===== src/rtl/sha256_message_hasher_macros.svh =====
// ----------------------------------------------------------------------------
// SHA-256 message hasher assertion macros
// Concurrent assertion shorthands, clocked on clock and held off in reset.
// ----------------------------------------------------------------------------
`ifndef SHA256_MESSAGE_HASHER_MACROS_SVH
`define SHA256_MESSAGE_HASHER_MACROS_SVH

// Consequent must hold in the same cycle as the antecedent
`define SHA256_ASSERT_SAME(lbl, ante, cons, msg) \
   lbl: assert property (@(posedge clock) disable iff (reset) (ante) |-> (cons)) \
      else $error(msg);

// Consequent must hold in the cycle after the antecedent
`define SHA256_ASSERT_NEXT(lbl, ante, cons, msg) \
   lbl: assert property (@(posedge clock) disable iff (reset) (ante) |=> (cons)) \
      else $error(msg);

`endif


===== src/rtl/sha256_pkg.sv =====
// ----------------------------------------------------------------------------
// SHA-256 package
// Widths, round constants, initial hash value, sequencer states and the
// SHA-256 bit-mixing functions.
// ----------------------------------------------------------------------------
package sha256_pkg;

   localparam int WORD_W  = 32;
   localparam int BYTE_W  = 8;
   localparam int INDEX_W = 3;
   localparam int COUNT_W = 61;

   localparam logic [7:0] PAD_MARKER = 8'h80;

   // Round constants
   localparam logic [31:0] ROUND_K [64] = '{
      32'h428a2f98, 32'h71374491, 32'hb5c0fbcf, 32'he9b5dba5,
      32'h3956c25b, 32'h59f111f1, 32'h923f82a4, 32'hab1c5ed5,
      32'hd807aa98, 32'h12835b01, 32'h243185be, 32'h550c7dc3,
      32'h72be5d74, 32'h80deb1fe, 32'h9bdc06a7, 32'hc19bf174,
      32'he49b69c1, 32'hefbe4786, 32'h0fc19dc6, 32'h240ca1cc,
      32'h2de92c6f, 32'h4a7484aa, 32'h5cb0a9dc, 32'h76f988da,
      32'h983e5152, 32'ha831c66d, 32'hb00327c8, 32'hbf597fc7,
      32'hc6e00bf3, 32'hd5a79147, 32'h06ca6351, 32'h14292967,
      32'h27b70a85, 32'h2e1b2138, 32'h4d2c6dfc, 32'h53380d13,
      32'h650a7354, 32'h766a0abb, 32'h81c2c92e, 32'h92722c85,
      32'ha2bfe8a1, 32'ha81a664b, 32'hc24b8b70, 32'hc76c51a3,
      32'hd192e819, 32'hd6990624, 32'hf40e3585, 32'h106aa070,
      32'h19a4c116, 32'h1e376c08, 32'h2748774c, 32'h34b0bcb5,
      32'h391c0cb3, 32'h4ed8aa4a, 32'h5b9cca4f, 32'h682e6ff3,
      32'h748f82ee, 32'h78a5636f, 32'h84c87814, 32'h8cc70208,
      32'h90befffa, 32'ha4506ceb, 32'hbef9a3f7, 32'hc67178f2
   };

   // Initial hash value
   localparam logic [31:0] INIT_HASH [8] = '{
      32'h6a09e667, 32'hbb67ae85, 32'h3c6ef372, 32'ha54ff53a,
      32'h510e527f, 32'h9b05688c, 32'h1f83d9ab, 32'h5be0cd19
   };

   // Sequencer states, one-hot
   typedef enum logic [4:0] {
      S_IDLE  = 5'b00001,
      S_ROUND = 5'b00010,
      S_FOLD  = 5'b00100,
      S_PAD   = 5'b01000,
      S_OUT   = 5'b10000
   } sha256_state_type;

   function automatic logic [31:0] rotr(input logic [31:0] x, input int n);
      rotr = (x >> n) | (x << (32 - n));
   endfunction

   function automatic logic [31:0] big_sigma0(input logic [31:0] x);
      big_sigma0 = rotr(x, 2) ^ rotr(x, 13) ^ rotr(x, 22);
   endfunction

   function automatic logic [31:0] big_sigma1(input logic [31:0] x);
      big_sigma1 = rotr(x, 6) ^ rotr(x, 11) ^ rotr(x, 25);
   endfunction

   function automatic logic [31:0] small_sigma0(input logic [31:0] x);
      small_sigma0 = rotr(x, 7) ^ rotr(x, 18) ^ (x >> 3);
   endfunction

   function automatic logic [31:0] small_sigma1(input logic [31:0] x);
      small_sigma1 = rotr(x, 17) ^ rotr(x, 19) ^ (x >> 10);
   endfunction

endpackage


===== src/rtl/sha256_req_if.sv =====
// ----------------------------------------------------------------------------
// SHA-256 request channel
// Valid/ready channel carrying one message byte and its framing flags.
// ----------------------------------------------------------------------------
interface sha256_req_if
   import sha256_pkg::*;
   ();

   logic              valid;
   logic              ready;
   logic [BYTE_W-1:0] data_byte;
   logic              has_byte;
   logic              is_last;

   modport source (output valid, output data_byte, output has_byte, output is_last,
                   input ready);
   modport sink   (input valid, input data_byte, input has_byte, input is_last,
                   output ready);

endinterface


===== src/rtl/sha256_rsp_if.sv =====
// ----------------------------------------------------------------------------
// SHA-256 response channel
// Valid/ready channel carrying one digest word with its position.
// ----------------------------------------------------------------------------
interface sha256_rsp_if
   import sha256_pkg::*;
   ();

   logic               valid;
   logic               ready;
   logic [WORD_W-1:0]  digest_word;
   logic [INDEX_W-1:0] word_index;
   logic               last_word;

   modport source (output valid, output digest_word, output word_index, output last_word,
                   input ready);
   modport sink   (input valid, input digest_word, input word_index, input last_word,
                   output ready);

endinterface


===== src/rtl/sha256_message_hasher.sv =====
// ----------------------------------------------------------------------------
// SHA-256 message hasher
// Packs a byte stream into 512-bit blocks, compresses each with one round
// per cycle on a shared round unit, pads the message and streams the digest.
// ----------------------------------------------------------------------------
//  channel   direction  beat
//  req_bus   in         one message byte, has_byte and is_last flags
//  rsp_bus   out        one digest word, its index and a last-word flag
//
//  A byte that does not fill a block is simply shifted in; a byte that fills one
//  is followed by 64 rounds and a fold before req_bus is ready again.
//  End of message: padding bytes up to the block end, 64 rounds and a fold
//  per padded block (one or two), then 8 digest beats at rsp_bus pace.
//  Reset is synchronous and loads the initial hash value; no clearing pass.
//  req_bus is ready only while idle; rsp_bus stalls hold the current word.
// ----------------------------------------------------------------------------
`include "sha256_message_hasher_macros.svh"

module sha256_message_hasher
   import sha256_pkg::*;
   (
   input logic         clock,
   input logic         reset,
   sha256_req_if.sink   req_bus,
   sha256_rsp_if.source rsp_bus
   );

   sha256_state_type   state_ff, state_in;
   logic [5:0]         pos_ff, pos_in;
   logic [COUNT_W-1:0] msg_ff, msg_in;
   logic [5:0]         round_ff, round_in;
   logic [INDEX_W-1:0] out_idx_ff, out_idx_in;
   logic               pad_mode_ff, pad_mode_in;
   logic               pad_first_ff, pad_first_in;
   logic               len_block_ff, len_block_in;
   logic               pend_last_ff, pend_last_in;
   logic [31:0]        chain_ff [8];
   logic [31:0]        chain_in [8];
   logic [31:0]        work_ff [8];
   logic [31:0]        work_in [8];
   logic [31:0]        win_ff [16];
   logic [31:0]        win_in [16];

   logic               req_beat;
   logic               rsp_beat;
   logic [5:0]         pos_inc;
   logic [5:0]         pos_after;
   logic [63:0]        bit_len;
   logic [7:0]         len_byte;
   logic [7:0]         pad_byte;
   logic [7:0]         shift_byte;
   logic               shift_en;
   logic               load_work;
   logic [31:0]        sched_w;
   logic [31:0]        round_w;
   logic [31:0]        t1;
   logic [31:0]        t2;

   assign req_beat  = req_bus.valid & req_bus.ready;
   assign rsp_beat  = rsp_bus.valid & rsp_bus.ready;
   assign pos_inc   = pos_ff + 6'd1;
   assign pos_after = req_bus.has_byte ? pos_inc : pos_ff;

   // Pick the padding byte: marker, zero fill, or the big-endian bit length
   assign bit_len  = {msg_ff, 3'b000};
   assign len_byte = bit_len[{3'd7 - pos_ff[2:0], 3'b000} +: 8];
   always_comb begin
      if (pad_first_ff) begin
         pad_byte = PAD_MARKER;
      end else if (len_block_ff && (pos_ff >= 6'd56)) begin
         pad_byte = len_byte;
      end else begin
         pad_byte = '0;
      end
   end

   // Round unit: message schedule word and the two temporaries
   assign sched_w = small_sigma1(win_ff[14]) + win_ff[9] + small_sigma0(win_ff[1]) + win_ff[0];
   assign round_w = (round_ff < 6'd16) ? win_ff[0] : sched_w;
   assign t1 = work_ff[7] + big_sigma1(work_ff[4])
             + ((work_ff[4] & work_ff[5]) ^ (~work_ff[4] & work_ff[6]))
             + ROUND_K[round_ff] + round_w;
   assign t2 = big_sigma0(work_ff[0])
             + ((work_ff[0] & work_ff[1]) ^ (work_ff[0] & work_ff[2])
                ^ (work_ff[1] & work_ff[2]));

   // Sequencer
   always_comb begin
      state_in     = state_ff;
      pos_in       = pos_ff;
      msg_in       = msg_ff;
      round_in     = round_ff;
      out_idx_in   = out_idx_ff;
      pad_mode_in  = pad_mode_ff;
      pad_first_in = pad_first_ff;
      len_block_in = len_block_ff;
      pend_last_in = pend_last_ff;
      chain_in     = chain_ff;
      shift_byte   = req_bus.data_byte;
      shift_en     = 1'b0;
      load_work    = 1'b0;

      unique case (state_ff)
         S_IDLE: begin
            if (req_beat) begin
               if (req_bus.has_byte) begin
                  shift_en = 1'b1;
                  pos_in   = pos_inc;
                  msg_in   = msg_ff + COUNT_W'(1);
               end
               if (req_bus.has_byte && (pos_ff == 6'd63)) begin
                  // Block full: compress first, pad afterwards if last
                  state_in     = S_ROUND;
                  round_in     = '0;
                  load_work    = 1'b1;
                  pend_last_in = req_bus.is_last;
               end else if (req_bus.is_last) begin
                  state_in     = S_PAD;
                  pad_mode_in  = 1'b1;
                  pad_first_in = 1'b1;
                  len_block_in = (pos_after < 6'd56);
               end
            end
         end
         S_PAD: begin
            shift_byte   = pad_byte;
            shift_en     = 1'b1;
            pos_in       = pos_inc;
            pad_first_in = 1'b0;
            if (pos_ff == 6'd63) begin
               state_in  = S_ROUND;
               round_in  = '0;
               load_work = 1'b1;
            end
         end
         S_ROUND: begin
            round_in = round_ff + 6'd1;
            if (round_ff == 6'd63) begin
               state_in = S_FOLD;
            end
         end
         S_FOLD: begin
            for (int i = 0; i < 8; i++) begin
               chain_in[i] = chain_ff[i] + work_ff[i];
            end
            if (pad_mode_ff) begin
               if (len_block_ff) begin
                  state_in   = S_OUT;
                  out_idx_in = '0;
               end else begin
                  // Marker block done: one more block carries the length
                  state_in     = S_PAD;
                  len_block_in = 1'b1;
               end
            end else if (pend_last_ff) begin
               state_in     = S_PAD;
               pad_mode_in  = 1'b1;
               pad_first_in = 1'b1;
               len_block_in = 1'b1;
               pend_last_in = 1'b0;
            end else begin
               state_in = S_IDLE;
            end
         end
         S_OUT: begin
            if (rsp_beat) begin
               out_idx_in = out_idx_ff + INDEX_W'(1);
               if (out_idx_ff == INDEX_W'(7)) begin
                  // Digest sent: reload for the next message
                  state_in    = S_IDLE;
                  chain_in    = INIT_HASH;
                  pos_in      = '0;
                  msg_in      = '0;
                  pad_mode_in = 1'b0;
               end
            end
         end
         default: begin
            state_in = S_IDLE;
         end
      endcase
   end

   // Block window: byte shift while loading, word shift while compressing
   always_comb begin
      win_in  = win_ff;
      work_in = work_ff;
      if (shift_en) begin
         for (int i = 0; i < 15; i++) begin
            win_in[i] = {win_ff[i][23:0], win_ff[i+1][31:24]};
         end
         win_in[15] = {win_ff[15][23:0], shift_byte};
      end else if (state_ff == S_ROUND) begin
         for (int i = 0; i < 15; i++) begin
            win_in[i] = win_ff[i+1];
         end
         win_in[15] = round_w;
      end
      if (load_work) begin
         work_in = chain_ff;
      end else if (state_ff == S_ROUND) begin
         work_in[7] = work_ff[6];
         work_in[6] = work_ff[5];
         work_in[5] = work_ff[4];
         work_in[4] = work_ff[3] + t1;
         work_in[3] = work_ff[2];
         work_in[2] = work_ff[1];
         work_in[1] = work_ff[0];
         work_in[0] = t1 + t2;
      end
   end

   // Control and chaining registers
   always_ff @(posedge clock) begin
      if (reset) begin
         state_ff     <= S_IDLE;
         pos_ff       <= '0;
         msg_ff       <= '0;
         round_ff     <= '0;
         out_idx_ff   <= '0;
         pad_mode_ff  <= 1'b0;
         pad_first_ff <= 1'b0;
         len_block_ff <= 1'b0;
         pend_last_ff <= 1'b0;
         chain_ff     <= INIT_HASH;
      end else begin
         state_ff     <= state_in;
         pos_ff       <= pos_in;
         msg_ff       <= msg_in;
         round_ff     <= round_in;
         out_idx_ff   <= out_idx_in;
         pad_mode_ff  <= pad_mode_in;
         pad_first_ff <= pad_first_in;
         len_block_ff <= len_block_in;
         pend_last_ff <= pend_last_in;
         chain_ff     <= chain_in;
      end
   end

   // Datapath registers
   always_ff @(posedge clock) begin
      win_ff  <= win_in;
      work_ff <= work_in;
   end

   // Drive the channels
   assign req_bus.ready       = (state_ff == S_IDLE);
   assign rsp_bus.valid       = (state_ff == S_OUT);
   assign rsp_bus.digest_word = chain_ff[out_idx_ff];
   assign rsp_bus.word_index  = out_idx_ff;
   assign rsp_bus.last_word   = (out_idx_ff == INDEX_W'(7));

   // Checks
   `SHA256_ASSERT_SAME(a_out_block_aligned, rsp_bus.valid, pos_ff == 6'd0,
                       "digest sent with bytes left in block")
   `SHA256_ASSERT_NEXT(a_round_end_folds, (state_ff == S_ROUND) && (round_ff == 6'd63),
                       state_ff == S_FOLD, "last round not followed by fold")
   `SHA256_ASSERT_NEXT(a_digest_reloads, rsp_beat && rsp_bus.last_word,
                       (msg_ff == '0) && (chain_ff[0] == INIT_HASH[0]),
                       "hash state not reloaded after digest")
   `SHA256_ASSERT_NEXT(a_marker_once, (state_ff == S_PAD) && pad_first_ff, !pad_first_ff,
                       "padding marker inserted twice")

endmodule

===== src/flat_wrapper.sv =====
// flat-port wrapper written by rule: the top's interface ports become plain ports
module sha256_message_hasher_flat import sha256_pkg::*;
  (clock, reset, req_bus_valid, req_bus_data_byte, req_bus_has_byte, req_bus_is_last, req_bus_ready, rsp_bus_valid, rsp_bus_digest_word, rsp_bus_word_index, rsp_bus_last_word, rsp_bus_ready);
  sha256_req_if req_bus_i ();
  sha256_rsp_if rsp_bus_i ();
  input logic clock;
  input logic reset;
  input wire logic [$bits(req_bus_i.valid)-1:0] req_bus_valid;
  input wire logic [$bits(req_bus_i.data_byte)-1:0] req_bus_data_byte;
  input wire logic [$bits(req_bus_i.has_byte)-1:0] req_bus_has_byte;
  input wire logic [$bits(req_bus_i.is_last)-1:0] req_bus_is_last;
  output wire logic [$bits(req_bus_i.ready)-1:0] req_bus_ready;
  output wire logic [$bits(rsp_bus_i.valid)-1:0] rsp_bus_valid;
  output wire logic [$bits(rsp_bus_i.digest_word)-1:0] rsp_bus_digest_word;
  output wire logic [$bits(rsp_bus_i.word_index)-1:0] rsp_bus_word_index;
  output wire logic [$bits(rsp_bus_i.last_word)-1:0] rsp_bus_last_word;
  input wire logic [$bits(rsp_bus_i.ready)-1:0] rsp_bus_ready;
  assign req_bus_i.valid = req_bus_valid;
  assign req_bus_i.data_byte = req_bus_data_byte;
  assign req_bus_i.has_byte = req_bus_has_byte;
  assign req_bus_i.is_last = req_bus_is_last;
  assign req_bus_ready = req_bus_i.ready;
  assign rsp_bus_valid = rsp_bus_i.valid;
  assign rsp_bus_digest_word = rsp_bus_i.digest_word;
  assign rsp_bus_word_index = rsp_bus_i.word_index;
  assign rsp_bus_last_word = rsp_bus_i.last_word;
  assign rsp_bus_i.ready = rsp_bus_ready;
  sha256_message_hasher u_core (.clock(clock), .reset(reset), .req_bus(req_bus_i), .rsp_bus(rsp_bus_i));
endmodule

===== config.mk =====
export PLATFORM = sky130hd
export DESIGN_NAME = sha256_message_hasher_flat
export DESIGN_NICKNAME = d
export VERILOG_FILES = /design/src/rtl/sha256_pkg.sv /design/src/rtl/sha256_req_if.sv /design/src/rtl/sha256_rsp_if.sv /design/src/rtl/sha256_message_hasher.sv /design/src/flat_wrapper.sv
export VERILOG_INCLUDE_DIRS = /design/src /design/src/rtl
export SDC_FILE = /design/constraint.sdc
export NUM_CORES = 2
export LEC_CHECK = 0
export ABC_AREA = 0
export BUFFER_PORTS_ARGS = -buffer_cell sky130_fd_sc_hd__buf_2
export CAP_MARGIN = 25
export CORE_ASPECT_RATIO = 0.75
export CORE_MARGIN = 1
export CORE_UTILIZATION = 33
export DETAILED_ROUTE_END_ITERATION = 10
export PLACE_DENSITY = 0.56
export SYNTH_ARGS = -nofsm -noshare
export SYNTH_HDL_FRONTEND = slang
export SYNTH_SLANG_ARGS = --single-unit

===== constraint.sdc =====
create_clock -name clock -period 16.9 [get_ports clock]
set_input_delay 3.38 -clock clock [delete_from_list [all_inputs] [get_ports clock]]
set_output_delay 3.38 -clock clock [all_outputs]
set_load 0.03 [all_outputs]

==> reports/qor.csv <==
metric,value,unit
io pins,52,
HP Class,register to register,
Mapped Cells,8481,
Total Wirelength,261000,um
H-tree Lvls,4,
arrival time at the worst endpoint,11770,ps
Cell Rows,151,
CP Class,register to register,
P_leak,33.6,nW
DR pass1 iterations,6,
largest net degree at the start of global routing,224,
CP endpoint,u_core.work_ff[253],
DR vias/cell,5.45,
fmax,0.0889,GHz
post-route ant nets,0,
status,finished clean,
Die X,552,um
Hold Buf Count CTS,0,
Num CTS Buffers,133,
clk root buf,clkbuf_16,
hold slack,482,ps
worst rel slew slack,0.208,
postcts setup bufs,0,
Final nets,8903,
I/O Buffers,51,
core area,226000,um2
reg2reg end,u_core.work_ff[253],
"Largest stage delay, worst path",550,ps
CP dominant cell by count,a21oi_1,
clock slew at reported path FFs,60,ps
vias in the first global route,57306,
most frequent cells in the layout,"nand2_1 (2432), edfxtp_1 (768), a21oi_1 (460)",
Peak VDD IR,236,uV
# resized after CTS,0,
WP depth,42,
Crit Path Max Fanout,6,
Yosys reg bits,1109,
Area Growth Syn to Fin,10.1,%
ys async rst share,0,
GRT Util Overall,0.221,
"EDFF count, synth",768,
Final Hold Viols,0,
Worst Max-Slew Pin Slew,1190,ps
unrepaired setup endpoints after global routing,no,
Iter 0 DRT Violations,7386,
"most common cell after layout, fill and taps aside",nand2_1,
clock sinks,1109,
DRC viols,0,
die extent in y,415,um
Avg WL per Cell,23.0,um
R2R cell count,42,
CP required,17420,ps
Setup crit end kind,register,
Synth Flop Type,edfxtp_1,
initial antenna violation count,14,
Initial Utilization,0.332,
Max Cap Violations,0,
PwrDens,183,nW/um2
Clock Path Buffers,3,
R2R setup slack,5660,ps
Die Area,229000,um2
CP startpoint kind,register,
Critical path buffers and inverters,3,
layout cells sized above 1,0.0646,
mean area per synthesized cell,8.84,um2
setup TNS,0,ps
crit share post-route,0.665,
clk_lat worst skew,800,ps
Final Wtd Congestion,0.963,
"Seq/Total Area, Yosys",0.399,
crit path launch,u_core.win_ff[51],
Worst R2R Start,u_core.win_ff[51],
CTS tree,yes,
post-synth cell types,87,
first-pass GRT wire length,384000,um
setup violators final,0,
Syn Std Cell Area,75000,um2
Slew Limit Fails,0,
hpwl dp,191000,um
syn_nets,9098,
via count,62036,
"Largest delay share family, worst path",compound AO/OA/AOI/OAI gates,
skew final,39.8,ps
synth warn,0,
post-route minimum period,11240,ps
"Max stage delay cell, worst path",fa_1,
global route total overflow,0,
registers in the layout, indices dropped and copies added (netlist names), 3 cells and up:
name                       count
u_core.state_ff                5
u_core.rsp_bus.word_index      3
u_core.round_ff                6
u_core.pos_ff                  6
u_core.msg_ff                 61
u_core.chain_ff              256
u_core.win_ff                512
u_core.work_ff               256
power by group:
group          total [W]  switching (W)  internal [W]
Sequential       0.00413       0.000372       0.00376
Combinational    0.00806        0.00493       0.00313
Clock            0.00293        0.00126       0.00167
Total             0.0151        0.00657       0.00856
tightest hold or removal path, cell delays in order, from the launching register on:
cell and delay [ps]:
dfxtp_2 330, a32oi_1 50, nor2_1 70
worst min path at each step:
stage,start,endpoint,slack (ps),cells after the start
after floorplan,u_core.chain_ff[63],u_core.chain_ff[63],450,1
after global placement,u_core.rsp_bus.word_index[2],u_core.rsp_bus.word_index[2],460,2
after detailed placement,u_core.rsp_bus.word_index[2],u_core.rsp_bus.word_index[2],470,2
after CTS,u_core.rsp_bus.word_index[2],u_core.rsp_bus.word_index[2],480,2
after global routing,u_core.rsp_bus.word_index[2],u_core.rsp_bus.word_index[2],510,2
final,u_core.rsp_bus.word_index[2],u_core.rsp_bus.word_index[2],480,2
cells in the mapped netlist (18+ instances only):
library cell  count  area (um2)
mux2i_1          51         510
a21boi_0         19         143
edfxtp_1        768       23100
mux2_2           45         507
clkbuf_1        442        1660
xor2_1          218        1910
maj3_1           18         180
nor2_1          460        1730
a311oi_1         19         166
nor3_1          103         515
inv_1           361        1360
fa_1            197        3940
mux4_2           88        1980
a21o_1          181        1360
a211o_1          18         158
and2_1           19         119
or3_1            45         282
o31ai_1          29         218
buf_1            46         173
nor2b_1          53         332
nand3_1         140         701
o21a_1           62         465
a22oi_1          33         248
a21oi_1         460        2300
xnor2_1         385        3370
ha_1            406        5080
o211ai_1         51         383
and3_1           51         319
o22ai_1          60         375
a211oi_1         31         233
a31oi_1          52         325
nand2_1        2438        9150
dfxtp_1         341        6830
nand2b_1         51         319
o21ai_0         439        2200
o21bai_1         46         345
nand4_1          40         250
metrics by stage:
| stage | worst slack [ps] | cell area [um2] | util | instances | power [W] |
|---|---|---|---|---|---|
| 6_report | 5660 | 82600 | 0.366 | 11381 | 0.0151 |
| 5_1_grt | 4870 | 82600 | 0.366 | 11379 | 0.0162 |
| 4_1_cts | 5850 | 82500 | 0.366 | 11375 | 0.0150 |
| 3_5_place_dp | 5900 | 78100 | 0.346 | 11131 | 0.0120 |
| 3_3_place_gp | 5910 | 78100 | 0.346 | 11125 | 0.0120 |
| 2_1_floorplan | 430 | 75000 | - | 8481 | 0.0101 |
kinds of logic after synthesis:
kind of cell / count (synthesis) / synth area share
simple gates: 3470 / 0.190
fa+ha+maj: 621 / 0.123
mux: 184 / 0.0400
flops: 1109 / 0.399
compound gates: 1640 / 0.136
buf+inv: 854 / 0.0428
xor+xnor: 603 / 0.0704
area by class of cell:
type | count | area (um2)
Fill cell | 22861 | 143000
Timing Repair Buffer | 159 | 1170
Inverter | 365 | 1370
Multi-Input combinational cell | 6518 | 42000
Antenna cell | 3 | 7.51
Sequential cell | 1109 | 29900
Clock inverter | 70 | 738
Tap cell | 2983 | 3730
Clock buffer | 174 | 3640
metal layers:
metal,global-route usage,vias to the layer above,wire (um)
met2,0.304,2288,104000
met4,0.0426,0,4590
li1,-,28796,-
met1,0.351,30679,130000
met5,0,-,0
met3,0.0441,273,23000
Note: power is estimated with default switching activity, not from simulation.
